==> config.mk <==
export PLATFORM = sky130hd
export DESIGN_NAME = eight_bit_cpu_alu_with_flags
export DESIGN_NICKNAME = d
export VERILOG_FILES = /design/src/rtl/ebalu_pkg.sv /design/src/rtl/eight_bit_cpu_alu_with_flags.sv
export VERILOG_INCLUDE_DIRS = /design/src /design/src/rtl
export SDC_FILE = /design/constraint.sdc
export NUM_CORES = 1
export LEC_CHECK = 0
export BUFFER_PORTS_ARGS = -buffer_cell sky130_fd_sc_hd__buf_4
export CAP_MARGIN = 5
export CORE_ASPECT_RATIO = 1.2
export CORE_MARGIN = 3
export CORE_UTILIZATION = 35
export CTS_CLUSTER_DIAMETER = 30
export DETAILED_ROUTE_END_ITERATION = 12
export GPL_TIMING_DRIVEN = 0
export HOLD_SLACK_MARGIN = 0.06
export PLACE_DENSITY = 0.61
export SLEW_MARGIN = 30
export SYNTH_ARGS = -nofsm -noshare
export SYNTH_HDL_FRONTEND = slang
export SYNTH_SLANG_ARGS = --single-unit
export TNS_END_PERCENT = 20
==> constraint.sdc <==
create_clock -name clk -period 3.11 [get_ports clk]
set_input_delay 0.311 -clock clk [delete_from_list [all_inputs] [get_ports clk]]
set_output_delay 0.311 -clock clk [all_outputs]
set_load 0.02 [all_outputs]
==> src/rtl/assert_macros.svh <==
// Assertion helpers shared by the RTL.
// The caller supplies clk and arst_n in scope.
`ifndef ASSERT_MACROS_SVH
`define ASSERT_MACROS_SVH

// Implication checked on every rising edge, muted while reset is asserted.
`define ASSERT_CLK(lbl, prop, msg) \
	lbl: assert property (@(posedge clk) disable iff (!arst_n) prop) else $error(msg);

// Implication checked on every rising edge, reset included.
`define ASSERT_ALWAYS(lbl, prop, msg) \
	lbl: assert property (@(posedge clk) prop) else $error(msg);

`endif

==> src/rtl/ebalu_pkg.sv <==
package ebalu_pkg;

	localparam int unsigned OP_W   = 4;
	localparam int unsigned WORD_W = 16;
	localparam int unsigned BYTE_W = 8;
	localparam int unsigned FLAG_W = 4;

	// flag bit positions
	localparam int unsigned FLAG_Z = 3;
	localparam int unsigned FLAG_N = 2;
	localparam int unsigned FLAG_H = 1;
	localparam int unsigned FLAG_C = 0;

	typedef enum logic [OP_W-1:0] {
		OP_ADD   = 4'd0,
		OP_ADC   = 4'd1,
		OP_SUB   = 4'd2,
		OP_SBC   = 4'd3,
		OP_AND   = 4'd4,
		OP_XOR   = 4'd5,
		OP_OR    = 4'd6,
		OP_CP    = 4'd7,
		OP_INC8  = 4'd8,
		OP_DEC8  = 4'd9,
		OP_INC16 = 4'd10,
		OP_DEC16 = 4'd11,
		OP_ADD16 = 4'd12,
		OP_SPE8  = 4'd13
	} op_t;

	typedef struct packed {
		logic [WORD_W-1:0] result;
		logic [FLAG_W-1:0] flags;
		logic              writes;
	} alu_res_t;

endpackage

==> src/rtl/eight_bit_cpu_alu_with_flags.sv <==
// ALU of an 8-bit handheld-console CPU (SM83 style). One item carries an
// operation code, two 16-bit operands and the current Z/N/H/C flags; one
// result item comes back with the value, the new flags and a write-back bit.
// 8-bit operations (add, adc, sub, sbc, and, xor, or, cp, inc8, dec8) use the
// low operand bytes and return a zero-extended byte; inc16/dec16 keep all
// flags, add16 keeps Z, and sp+e8 adds the sign-extended low byte of
// operand_b to operand_a. Compare and the unused codes 14 and 15 return zero
// with writes_result low; the unused codes also pass flags_in through.
// Timing: an item is captured in the input register at the accepting edge and
// its result is then registered in the result register once that stage is
// free; out_valid rises when the result register holds it. One item is taken
// every cycle while out_ready is high; a stall
// on the output holds both registers and drops in_ready only once both are
// full. There is no state carried from one item to the next.
`include "assert_macros.svh"

module eight_bit_cpu_alu_with_flags (
	input  logic                            clk,
	input  logic                            arst_n,
	input  logic                            in_valid,
	output logic                            in_ready,
	input  logic [ebalu_pkg::OP_W-1:0]      operation,
	input  logic [ebalu_pkg::WORD_W-1:0]    operand_a,
	input  logic [ebalu_pkg::WORD_W-1:0]    operand_b,
	input  logic [ebalu_pkg::FLAG_W-1:0]    flags_in,
	output logic                            out_valid,
	input  logic                            out_ready,
	output logic [ebalu_pkg::WORD_W-1:0]    result,
	output logic [ebalu_pkg::FLAG_W-1:0]    flags_out,
	output logic                            writes_result
);
	import ebalu_pkg::*;

	// input register stage
	logic              valid_s1;
	logic [OP_W-1:0]   op_s1;
	logic [WORD_W-1:0] a_s1;
	logic [WORD_W-1:0] b_s1;
	logic [FLAG_W-1:0] flags_s1;

	// result register stage
	logic     valid_s2;
	alu_res_t res_s2;

	logic     s2_free;
	logic     s1_load;
	logic     s2_load;
	alu_res_t calc;

	// output stage can take a new item when empty or draining this cycle
	assign s2_free  = !valid_s2 || out_ready;
	assign s2_load  = valid_s1 && s2_free;
	assign in_ready = !valid_s1 || s2_free;
	assign s1_load  = in_valid && in_ready;

	always_ff @(posedge clk or negedge arst_n) begin
		if (!arst_n) begin
			valid_s1 <= 1'b0;
			valid_s2 <= 1'b0;
		end else begin
			if (in_ready)
				valid_s1 <= in_valid;
			if (s2_free)
				valid_s2 <= valid_s1;
		end
	end

	always_ff @(posedge clk) begin
		if (s1_load) begin
			op_s1    <= operation;
			a_s1     <= operand_a;
			b_s1     <= operand_b;
			flags_s1 <= flags_in;
		end
		if (s2_load)
			res_s2 <= calc;
	end

	// datapath
	logic [BYTE_W-1:0]   a8;
	logic [BYTE_W-1:0]   b8;
	logic                cin;
	logic                cuse;
	logic [BYTE_W:0]     sum9;
	logic [4:0]          hsum5;
	logic [BYTE_W:0]     diff9;
	logic [4:0]          hdiff5;
	logic [BYTE_W-1:0]   logic8;
	logic [BYTE_W-1:0]   inc8;
	logic [BYTE_W-1:0]   dec8;
	logic [WORD_W:0]     sum17;
	logic [12:0]         hsum13;
	logic [WORD_W-1:0]   sp_sum;
	logic [4:0]          sp_h5;
	logic [BYTE_W:0]     sp_c9;

	assign a8 = a_s1[BYTE_W-1:0];
	assign b8 = b_s1[BYTE_W-1:0];
	assign cin = flags_s1[FLAG_C];
	// carry/borrow in only for adc and sbc
	assign cuse = cin && ((op_t'(op_s1) == OP_ADC) || (op_t'(op_s1) == OP_SBC));

	assign sum9   = {1'b0, a8} + {1'b0, b8} + {{BYTE_W{1'b0}}, cuse};
	assign hsum5  = {1'b0, a8[3:0]} + {1'b0, b8[3:0]} + {4'd0, cuse};
	// sign bit of the widened difference is the borrow
	assign diff9  = {1'b0, a8} - {1'b0, b8} - {{BYTE_W{1'b0}}, cuse};
	assign hdiff5 = {1'b0, a8[3:0]} - {1'b0, b8[3:0]} - {4'd0, cuse};
	assign inc8   = a8 + 8'd1;
	assign dec8   = a8 - 8'd1;
	assign sum17  = {1'b0, a_s1} + {1'b0, b_s1};
	assign hsum13 = {1'b0, a_s1[11:0]} + {1'b0, b_s1[11:0]};
	assign sp_sum = a_s1 + {{(WORD_W-BYTE_W){b8[BYTE_W-1]}}, b8};
	assign sp_h5  = {1'b0, a_s1[3:0]} + {1'b0, b8[3:0]};
	assign sp_c9  = {1'b0, a_s1[BYTE_W-1:0]} + {1'b0, b8};

	always_comb begin
		logic8 = '0;
		calc.result = '0;
		calc.flags  = flags_s1;
		calc.writes = 1'b1;
		case (op_t'(op_s1))
			OP_ADD, OP_ADC: begin
				calc.result = {{(WORD_W-BYTE_W){1'b0}}, sum9[BYTE_W-1:0]};
				calc.flags[FLAG_Z] = (sum9[BYTE_W-1:0] == '0);
				calc.flags[FLAG_N] = 1'b0;
				calc.flags[FLAG_H] = hsum5[4];
				calc.flags[FLAG_C] = sum9[BYTE_W];
			end
			OP_SUB, OP_SBC, OP_CP: begin
				calc.result = {{(WORD_W-BYTE_W){1'b0}}, diff9[BYTE_W-1:0]};
				calc.flags[FLAG_Z] = (diff9[BYTE_W-1:0] == '0);
				calc.flags[FLAG_N] = 1'b1;
				calc.flags[FLAG_H] = hdiff5[4];
				calc.flags[FLAG_C] = diff9[BYTE_W];
				if (op_t'(op_s1) == OP_CP) begin
					calc.result = '0;
					calc.writes = 1'b0;
				end
			end
			OP_AND, OP_XOR, OP_OR: begin
				if (op_t'(op_s1) == OP_AND)
					logic8 = a8 & b8;
				else if (op_t'(op_s1) == OP_XOR)
					logic8 = a8 ^ b8;
				else
					logic8 = a8 | b8;
				calc.result = {{(WORD_W-BYTE_W){1'b0}}, logic8};
				calc.flags[FLAG_Z] = (logic8 == '0);
				calc.flags[FLAG_N] = 1'b0;
				calc.flags[FLAG_H] = (op_t'(op_s1) == OP_AND);
				calc.flags[FLAG_C] = 1'b0;
			end
			OP_INC8: begin
				calc.result = {{(WORD_W-BYTE_W){1'b0}}, inc8};
				calc.flags[FLAG_Z] = (inc8 == '0);
				calc.flags[FLAG_N] = 1'b0;
				calc.flags[FLAG_H] = (a8[3:0] == 4'hF);
			end
			OP_DEC8: begin
				calc.result = {{(WORD_W-BYTE_W){1'b0}}, dec8};
				calc.flags[FLAG_Z] = (dec8 == '0);
				calc.flags[FLAG_N] = 1'b1;
				calc.flags[FLAG_H] = (a8[3:0] == 4'h0);
			end
			OP_INC16: calc.result = a_s1 + 16'd1;
			OP_DEC16: calc.result = a_s1 - 16'd1;
			OP_ADD16: begin
				calc.result = sum17[WORD_W-1:0];
				calc.flags[FLAG_N] = 1'b0;
				calc.flags[FLAG_H] = hsum13[12];
				calc.flags[FLAG_C] = sum17[WORD_W];
			end
			OP_SPE8: begin
				calc.result = sp_sum;
				calc.flags[FLAG_Z] = 1'b0;
				calc.flags[FLAG_N] = 1'b0;
				calc.flags[FLAG_H] = sp_h5[4];
				calc.flags[FLAG_C] = sp_c9[BYTE_W];
			end
			default: begin
				// codes 14 and 15: no-op, flags pass through
				calc.result = '0;
				calc.writes = 1'b0;
			end
		endcase
	end

	assign out_valid     = valid_s2;
	assign result        = res_s2.result;
	assign flags_out     = res_s2.flags;
	assign writes_result = res_s2.writes;

	`ASSERT_CLK(a_s1_to_s2, s2_load |=> valid_s2, "item lost between stages")
	`ASSERT_CLK(a_s1_hold, valid_s1 && !s2_free |=> valid_s1 && $stable(op_s1) && $stable(a_s1), "input stage changed while stalled")
	`ASSERT_CLK(a_cp_zero, valid_s2 && !res_s2.writes |-> res_s2.result == '0, "non-written result not zero")
	`ASSERT_CLK(a_inc16_flags, s2_load && (op_t'(op_s1) == OP_INC16 || op_t'(op_s1) == OP_DEC16) |=> flags_out == $past(flags_s1), "16-bit inc/dec altered flags")
	`ASSERT_ALWAYS(a_rst_empty, !arst_n |=> !valid_s1 && !valid_s2, "stages not empty in reset")

endmodule

==> run_results.csv, run 1 <==
group,metric,value,unit
global_route,grt_remaining_overflow,0,
logic_synthesis,synth-compound-area-share,22.0,%
critical_path,end_kind,"register",
global_route,grt_usage,22.1,%
critical_path,crit_path_max_incr_delay,0.58,ns
routing,routedWlPerCell,20.9,um
layout,fillCellCount,1482,
logic_synthesis,synthSimpleGateAreaFrac,16.1,%
routing,drt_iter0_markers,446,
critical_path,setup.worst_path.start_class,"register",
timing,grt_setup_unrepaired,"true",
logic_synthesis,synthFlopType,"edfxtp_1",
worst_hold_path,min_path_cells,1,
pwr,total_power,0.00307,W
logic_synthesis,synthMuxAreaShare,1.01,%
timing,final.period_utilization,103,%
pwr,cellPowerDensity,439,mW/mm2
floorplanning,fp.dieW,120,um
critical_path,r2r-start,"op_s1[1]",
layout,final_cell_count_no_fill,901,
critical_path,arrival,3.38,ns
timing,slew_viol_final,0,
logic_synthesis,synth_fa_ha_area_share,15.1,%
clocking,cts_buffers,9,
logic_synthesis,yosys.cell_types.count,73,
layout,final_nets,799,
critical_path,r2r_cells,10,
routing,drc,0,
floorplanning,core_area,0.0151,mm2
clocking,cts_tree,"yes",
timing,whs,0.129,ns
logic_synthesis,synth_seq_cells,63,
logic_synthesis,syn_nets,694,
timing,fin_skew,0.0167,ns
worst_hold_path,hp-class,"primary input to register",
clocking,cts.path.max_buffers,2,
floorplanning,die_area,0.0171,mm2
floorplanning,die_h,142,um
logic_synthesis,synth_xor_area_share,6.91,%
floorplanning,start_util,36.0,%
layout,areaGrowthSynthToFinish,28.7,%
critical_path,slowest_stage,"clkbuf_1",
critical_path,path_cells,"buf_4, buf_4, nor2b_1, clkbuf_1, nand2_1, nand2_1, and2_1, clkbuf_1, o211ai_1, o2111ai_1",
timing,setup_violations,7,
placement,numPortBuffers,66,
timing,fin_ws,-0.104,ns
pwr,ir_drop,0.240,mV
logic_synthesis,yosysMostFrequentCell,"edfxtp_1",
global_route,antenna_found_initial,0,
logic_synthesis,synthesis.area,0.00543,mm2
placement,dp.cells,858,
logic_synthesis,synth-seq-area-share,34.6,%
critical_path,regToRegSetupSlack,-0.10,ns
logic_synthesis,syn_inst,587,
worst_hold_path,hold_end,"op_s1[0]",
global_route,grt_max_degree,26,
floorplanning,fp-row-count,49,
clocking,clkLatencyLatePin,0.35,ns
layout,antenna_cells,0,
global_route,first_global_vias,5108,
routing,antenna_left,0,
placement,gp_congestion,0.907,
run,maxCapViolations,0,
placement,place_ws,-0.909,ns
routing,routed_via_density,5.74,
clocking,cts_root_buffer,"clkbuf_16",
clocking,path_clk_slew,0.07,ns
critical_path,cp_max_fo,10,
layout,drive_above_1_share,26.1,%
worst_hold_path,hp-start,"operation[0]",
logic_synthesis,synth_edf_count,61,
logic_synthesis,synth_top_area_share,33.7,%
logic_synthesis,synthArstFlopShare,3.17,%
routing,vias,5171,
timing,clock.fmax,311,MHz
critical_path,worstReg2RegEnd,"result[4]",
logic_synthesis,synth_area_leaders,"edfxtp_1 34%, ha_1 14%, xnor2_1 4.4%",
run_status,failed_checks,"setup timing",
logic_synthesis,post-synth-top-area-cell,"edfxtp_1",
logic_synthesis,synth_top_family_by_area,"compound AO/OA/AOI/OAI gates",
floorplanning,io_pins,67,
placement,dpl.hpwl,14200,um
run_status,status,"complete, but fails checks",
critical_path,cp.required,3.27,ns
global_route,grt_pass1_wl,28800,um
timing,layout_min_cycle_time,3.21,ns
routing,finalWirelength,18900,um
critical_path,worstSetupPathType,"register to register",
pwr,cellLeakagePower,2.84,nW
logic_synthesis,synth_area_per_cell,9.26,um2
clocking,cts.sinks,63,
routing,first_pass_iters,5,
timing,finalHoldViolations,0,
logic_synthesis,yosys_warnings,0,
clocking,htree_num_levels,3,
timing,relSlewSlack,49.3,%
logic_synthesis,synth_top_cells_by_count,"61 x edfxtp_1, 59 x ha_1, 54 x nand2_1",
timing,tightest_slew,0.761,ns
sequential cells by signal (all words and copies together), names as in the netlist:
name,flops
op_s1,4
valid_s1,1
a_s1,16
flags_out,4
result,16
b_s1,16
writes_result,1
flags_s1,4
out_valid,1
per-stage QoR:
| stage | util [%] | area (um2) | setup TNS, ns |
|---|---|---|---|
| after CTS | 45.2 | 6810 | -0.211 |
| after floorplan | - | 5450 | -0.0207 |
| after global placement | 41.1 | 6200 | -7.84 |
| final | 46.4 | 7000 | -0.374 |
| after global routing | 46.4 | 7000 | -2.22 |
| after detailed placement | 41.3 | 6230 | -7.83 |
timing repair:
| action | 4_1_cts | 5_1_grt |
|---|---|---|
| endpoints found under the hold margin | 2 | 0 |
| hold buffers | 1 | 0 |
| pin swaps | 19 | 19 |
| endpoints found under the setup margin | 15 | 13 |
| gates resized for setup | 39 | 23 |
| buffers inserted | 22 | 7 |
area by class of cell:
type                            instances  area, um2  area share (%)
Clock buffer                           11        233            3.33
Timing Repair Buffer                   97        762            10.9
Clock inverter                          5       35.0           0.501
Multi-Input combinational cell        468       3560            50.9
Tap cell                              204        255            3.65
Buffer                                 20        138            1.97
Sequential cell                        63       1880            26.9
Inverter                               33        128            1.82
layout by cell type (no fill, tap or decap), types with 10 or more instances in the layout:
cell type	count
nand2_1	51
nor2_1	42
o22ai_1	13
inv_1	30
nand4_1	10
a21o_1	10
clkbuf_16	10
nand3_1	13
buf_4	93
nor3_1	10
a211oi_1	11
xor2_1	12
a21oi_1	38
o21ai_0	23
edfxtp_1	61
ha_1	57
xnor2_1	23
o21ai_1	10
how the worst max path moves through the flow:
stage / endpoint / startpoint / depth (start not counted) / slack [ns]
floorplan: result[7] / op_s1[0] / 14 / -0.02
global placement: result[14] / op_s1[0] / 13 / -0.89
detailed placement: result[14] / op_s1[0] / 13 / -0.91
CTS: flags_out[3] / op_s1[2] / 12 / -0.08
global route: result[5] / op_s1[2] / 15 / -0.24
finish: result[4] / op_s1[1] / 10 / -0.10
where the power goes:
group	switching (W)	internal (W)	total, W
Sequential	0.0000412	0.00102	0.00106
Clock	0.000399	0.000539	0.000938
Combinational	0.000625	0.000448	0.00107
Total	0.00106	0.00201	0.00307
worst max-delay path, delay by kind of cell, from the launching register on:
kind                   cells  cell delay [ns]
AND/OR/NAND/NOR            4             0.53
flip-flops                 1             0.43
buffers and inverters      4             1.53
AO/OA/AOI/OAI              2             0.53
metal layers:
metal / routed length [um] / share of wire (%) / vias up / track usage, %
met5: 0 / 0 / - / 0
met4: 788 / 4.2 / 0 / 10.4
met3: 1120 / 5.9 / 53 / 3.78
met2: 9030 / 48 / 207 / 36.2
met1: 7930 / 42 / 2508 / 28.6
li1: - / - / 2403 / -
logic make-up (layout without fill, tap and decap cells):
logic type | after synthesis | after routing
AOI/OAI and AO/OA | 180 | 180
xor gates and xnor gates | 42 | 42
muxes | 5 | 5
and+or+nand+nor | 178 | 178
buffers and inverters | 56 | 166
DFF | 63 | 63
adders and majority gates | 63 | 63
Note: power is estimated with default switching activity, not from simulation.
==> run 2: changes to the inputs <==
--- a/config.mk
+++ b/config.mk
@@ -15,6 +15,7 @@
 export DETAILED_ROUTE_END_ITERATION = 12
 export GPL_TIMING_DRIVEN = 0
 export HOLD_SLACK_MARGIN = 0.06
+export MAX_ROUTING_LAYER = met4
 export PLACE_DENSITY = 0.61
 export SLEW_MARGIN = 30
 export SYNTH_ARGS = -nofsm -noshare
==> run 2 against run 1 <==
The flow still finishes with violations (setup timing); final cell count stayed put; routed wire length is 0.64% higher; die area stayed put; maximum frequency is 0.41% lower; utilization is 0.22 points higher; clock-buffer cell count is 2 lower; total power is 3.1% higher; combinational power hardly changed; sequential power hardly changed; clock power is 11% higher; critical endpoint is now result[7]; largest cell class unchanged.
==> run_results.csv, run 2 (synthesis gave the netlist of run 1 again) <==
group,metric,value,unit
run_status,status,"complete, but fails checks",
run_status,failed_checks,"setup timing",
routing,drc,0,
routing,vias,5062,
placement,dpl.hpwl,14200,um
clocking,clkLatencyLatePin,0.36,ns
timing,clock.fmax,310,MHz
critical_path,worstPathBufferInverterCount,2,
layout,areaGrowthSynthToFinish,29.4,%
timing,fin_ws,-0.118,ns
clocking,htree_num_levels,3,
critical_path,worstSetupPathType,"register to register",
routing,routedWlPerCell,21.1,um
critical_path,setup.worst_path.start_class,"register",
timing,setup_violations,8,
routing,drt_iter0_markers,395,
floorplanning,fp-row-count,49,
placement,place_ws,-0.853,ns
worst_hold_path,hp-class,"primary input to register",
pwr,cellPowerDensity,451,mW/mm2
pwr,p_sw,0.00108,W
timing,whs,0.120,ns
timing,slew_viol_final,0,
critical_path,critical_path.top_delay_family,"compound AO/OA/AOI/OAI gates",
floorplanning,fp.dieW,120,um
floorplanning,die_area,0.0171,mm2
routing,routed_via_density,5.62,
placement,numPortBuffers,66,
run,maxCapViolations,0,
timing,final.period_utilization,104,%
global_route,grt_pass1_wl,28400,um
floorplanning,io_pins,67,
timing,tightest_slew,0.722,ns
timing,layout_min_cycle_time,3.23,ns
critical_path,cp_max_fo,4,
global_route,grt_remaining_overflow,0,
global_route,grt_usage,22.6,%
layout,drive_above_1_share,26.5,%
global_route,first_global_vias,5016,
placement,gp_congestion,0.962,
clocking,cts_buffers,9,
layout,final_cell_mix,"92 x buf_4, 61 x edfxtp_1, 54 x ha_1",
critical_path,crit_path_max_incr_delay,0.63,ns
critical_path,end_kind,"register",
global_route,grt_max_degree,26,
floorplanning,core_area,0.0151,mm2
pwr,swShare,34.2,%
routing,first_pass_iters,5,
clocking,cts_tree,"yes",
routing,antenna_left,0,
pwr,p_int,0.00208,W
layout,layout_commonest_cell,"buf_4",
pwr,cellLeakagePower,2.84,nW
critical_path,arrival,3.30,ns
critical_path,path_cells,"buf_6, nor2_4, nand3_4, fa_2, inv_2, ha_4, o21ai_2, nand2_2, a21o_1, a21oi_2, o21ai_1, xor2_1, a221oi_2, o211ai_1",
layout,final_nets,799,
floorplanning,start_util,36.0,%
timing,finalHoldViolations,0,
timing,relSlewSlack,51.8,%
layout,final_cell_count_no_fill,901,
pwr,ir_drop,0.254,mV
global_route,antenna_found_initial,0,
clocking,cts.path.max_buffers,2,
layout,fin_util,46.6,%
timing,fin_skew,0.0189,ns
pwr,p_seq_share,33.5,%
layout,antenna_cells,0,
clocking,cts_root_buffer,"clkbuf_16",
routing,finalWirelength,19000,um
placement,dp.cells,858,
floorplanning,die_h,142,um
critical_path,cp.required,3.19,ns
timing,grt_setup_unrepaired,"true",
clocking,path_clk_slew,0.07,ns
clocking,cts.sinks,63,
pwr,pwr-share-clk,32.9,%
pwr,power_frac_comb,33.5,%
critical_path,slowest_stage,"fa_2",
-- run 2: changes by cell type in the layout (fill, tap and decap cells not counted), moves of 3 or more --
| cell | delta |
|---|---|
| xnor2_2 | -3 |
| xnor2_1 | +3 |
| a21oi_2 | +3 |
| o21ai_1 | +3 |
| ha_1 | -3 |
| clkbuf_1 | -3 |
-- run 2: repair_timing --
action | in CTS | in global routing
resized for setup | 50 | 19
pin swaps | 28 | 12
hold buffers | 1 | 0
endpoints found under the hold margin | 2 | 0
setup endpoints to repair | 15 | 14
buffers inserted | 28 | 0
-- run 2: cell type report --
cell class / instances / area [um2]
fill: 1454 / 8050
multi-input combinational: 468 / 3560
sequential: 63 / 1880
timing repair buffer: 96 / 759
tap: 204 / 255
clock buffer: 9 / 225
buffer: 21 / 149
inverter: 33 / 128
clock inverter: 7 / 72.6
-- run 2: stage by stage --
step	setup TNS [ns]	power, W	area (um2)
after floorplan	-0.0207	0.00170	5450
after global placement	-7.05	0.00199	6200
after detailed placement	-7.50	0.00200	6230
after CTS	-0.388	0.00314	6940
after global routing	-1.53	0.00330	7030
final	-0.634	0.00317	7030
-- run 2: worst paths after layout --
check                              from        end  slack (ns)  cells past startpoint
setup / recovery               op_s1[3]  result[7]       -0.12                     14
hold / removal             operand_b[2]    b_s1[2]        0.12                      1
setup reg to reg               op_s1[3]  result[7]       -0.12                     14
hold reg to reg                valid_s1  out_valid        0.49                      1
max in group asynchronous        arst_n  out_valid        2.74                      2
min in group asynchronous        arst_n   valid_s1        0.29                      2
-- run 2: routing by layer --
layer  up-vias  global-route usage, %  share of wire (%)
met1      2452                   28.8                 44
met5         -                      -                  0
met2       174                   37.3                 49
met3        31                   2.90                4.5
li1       2405                      -                  -
met4         0                   7.84                2.3
-- run 2: power by group through the flow --
stage	Clock [W]	Sequential, W	Combinational (W)
after CTS	0.00105	0.00106	0.00102
after detailed placement	0	0.00109	0.000917
final	0.00104	0.00106	0.00106
after floorplan	0	0.00111	0.000590
after global placement	0	0.00109	0.000901
after global routing	0.00109	0.00107	0.00114
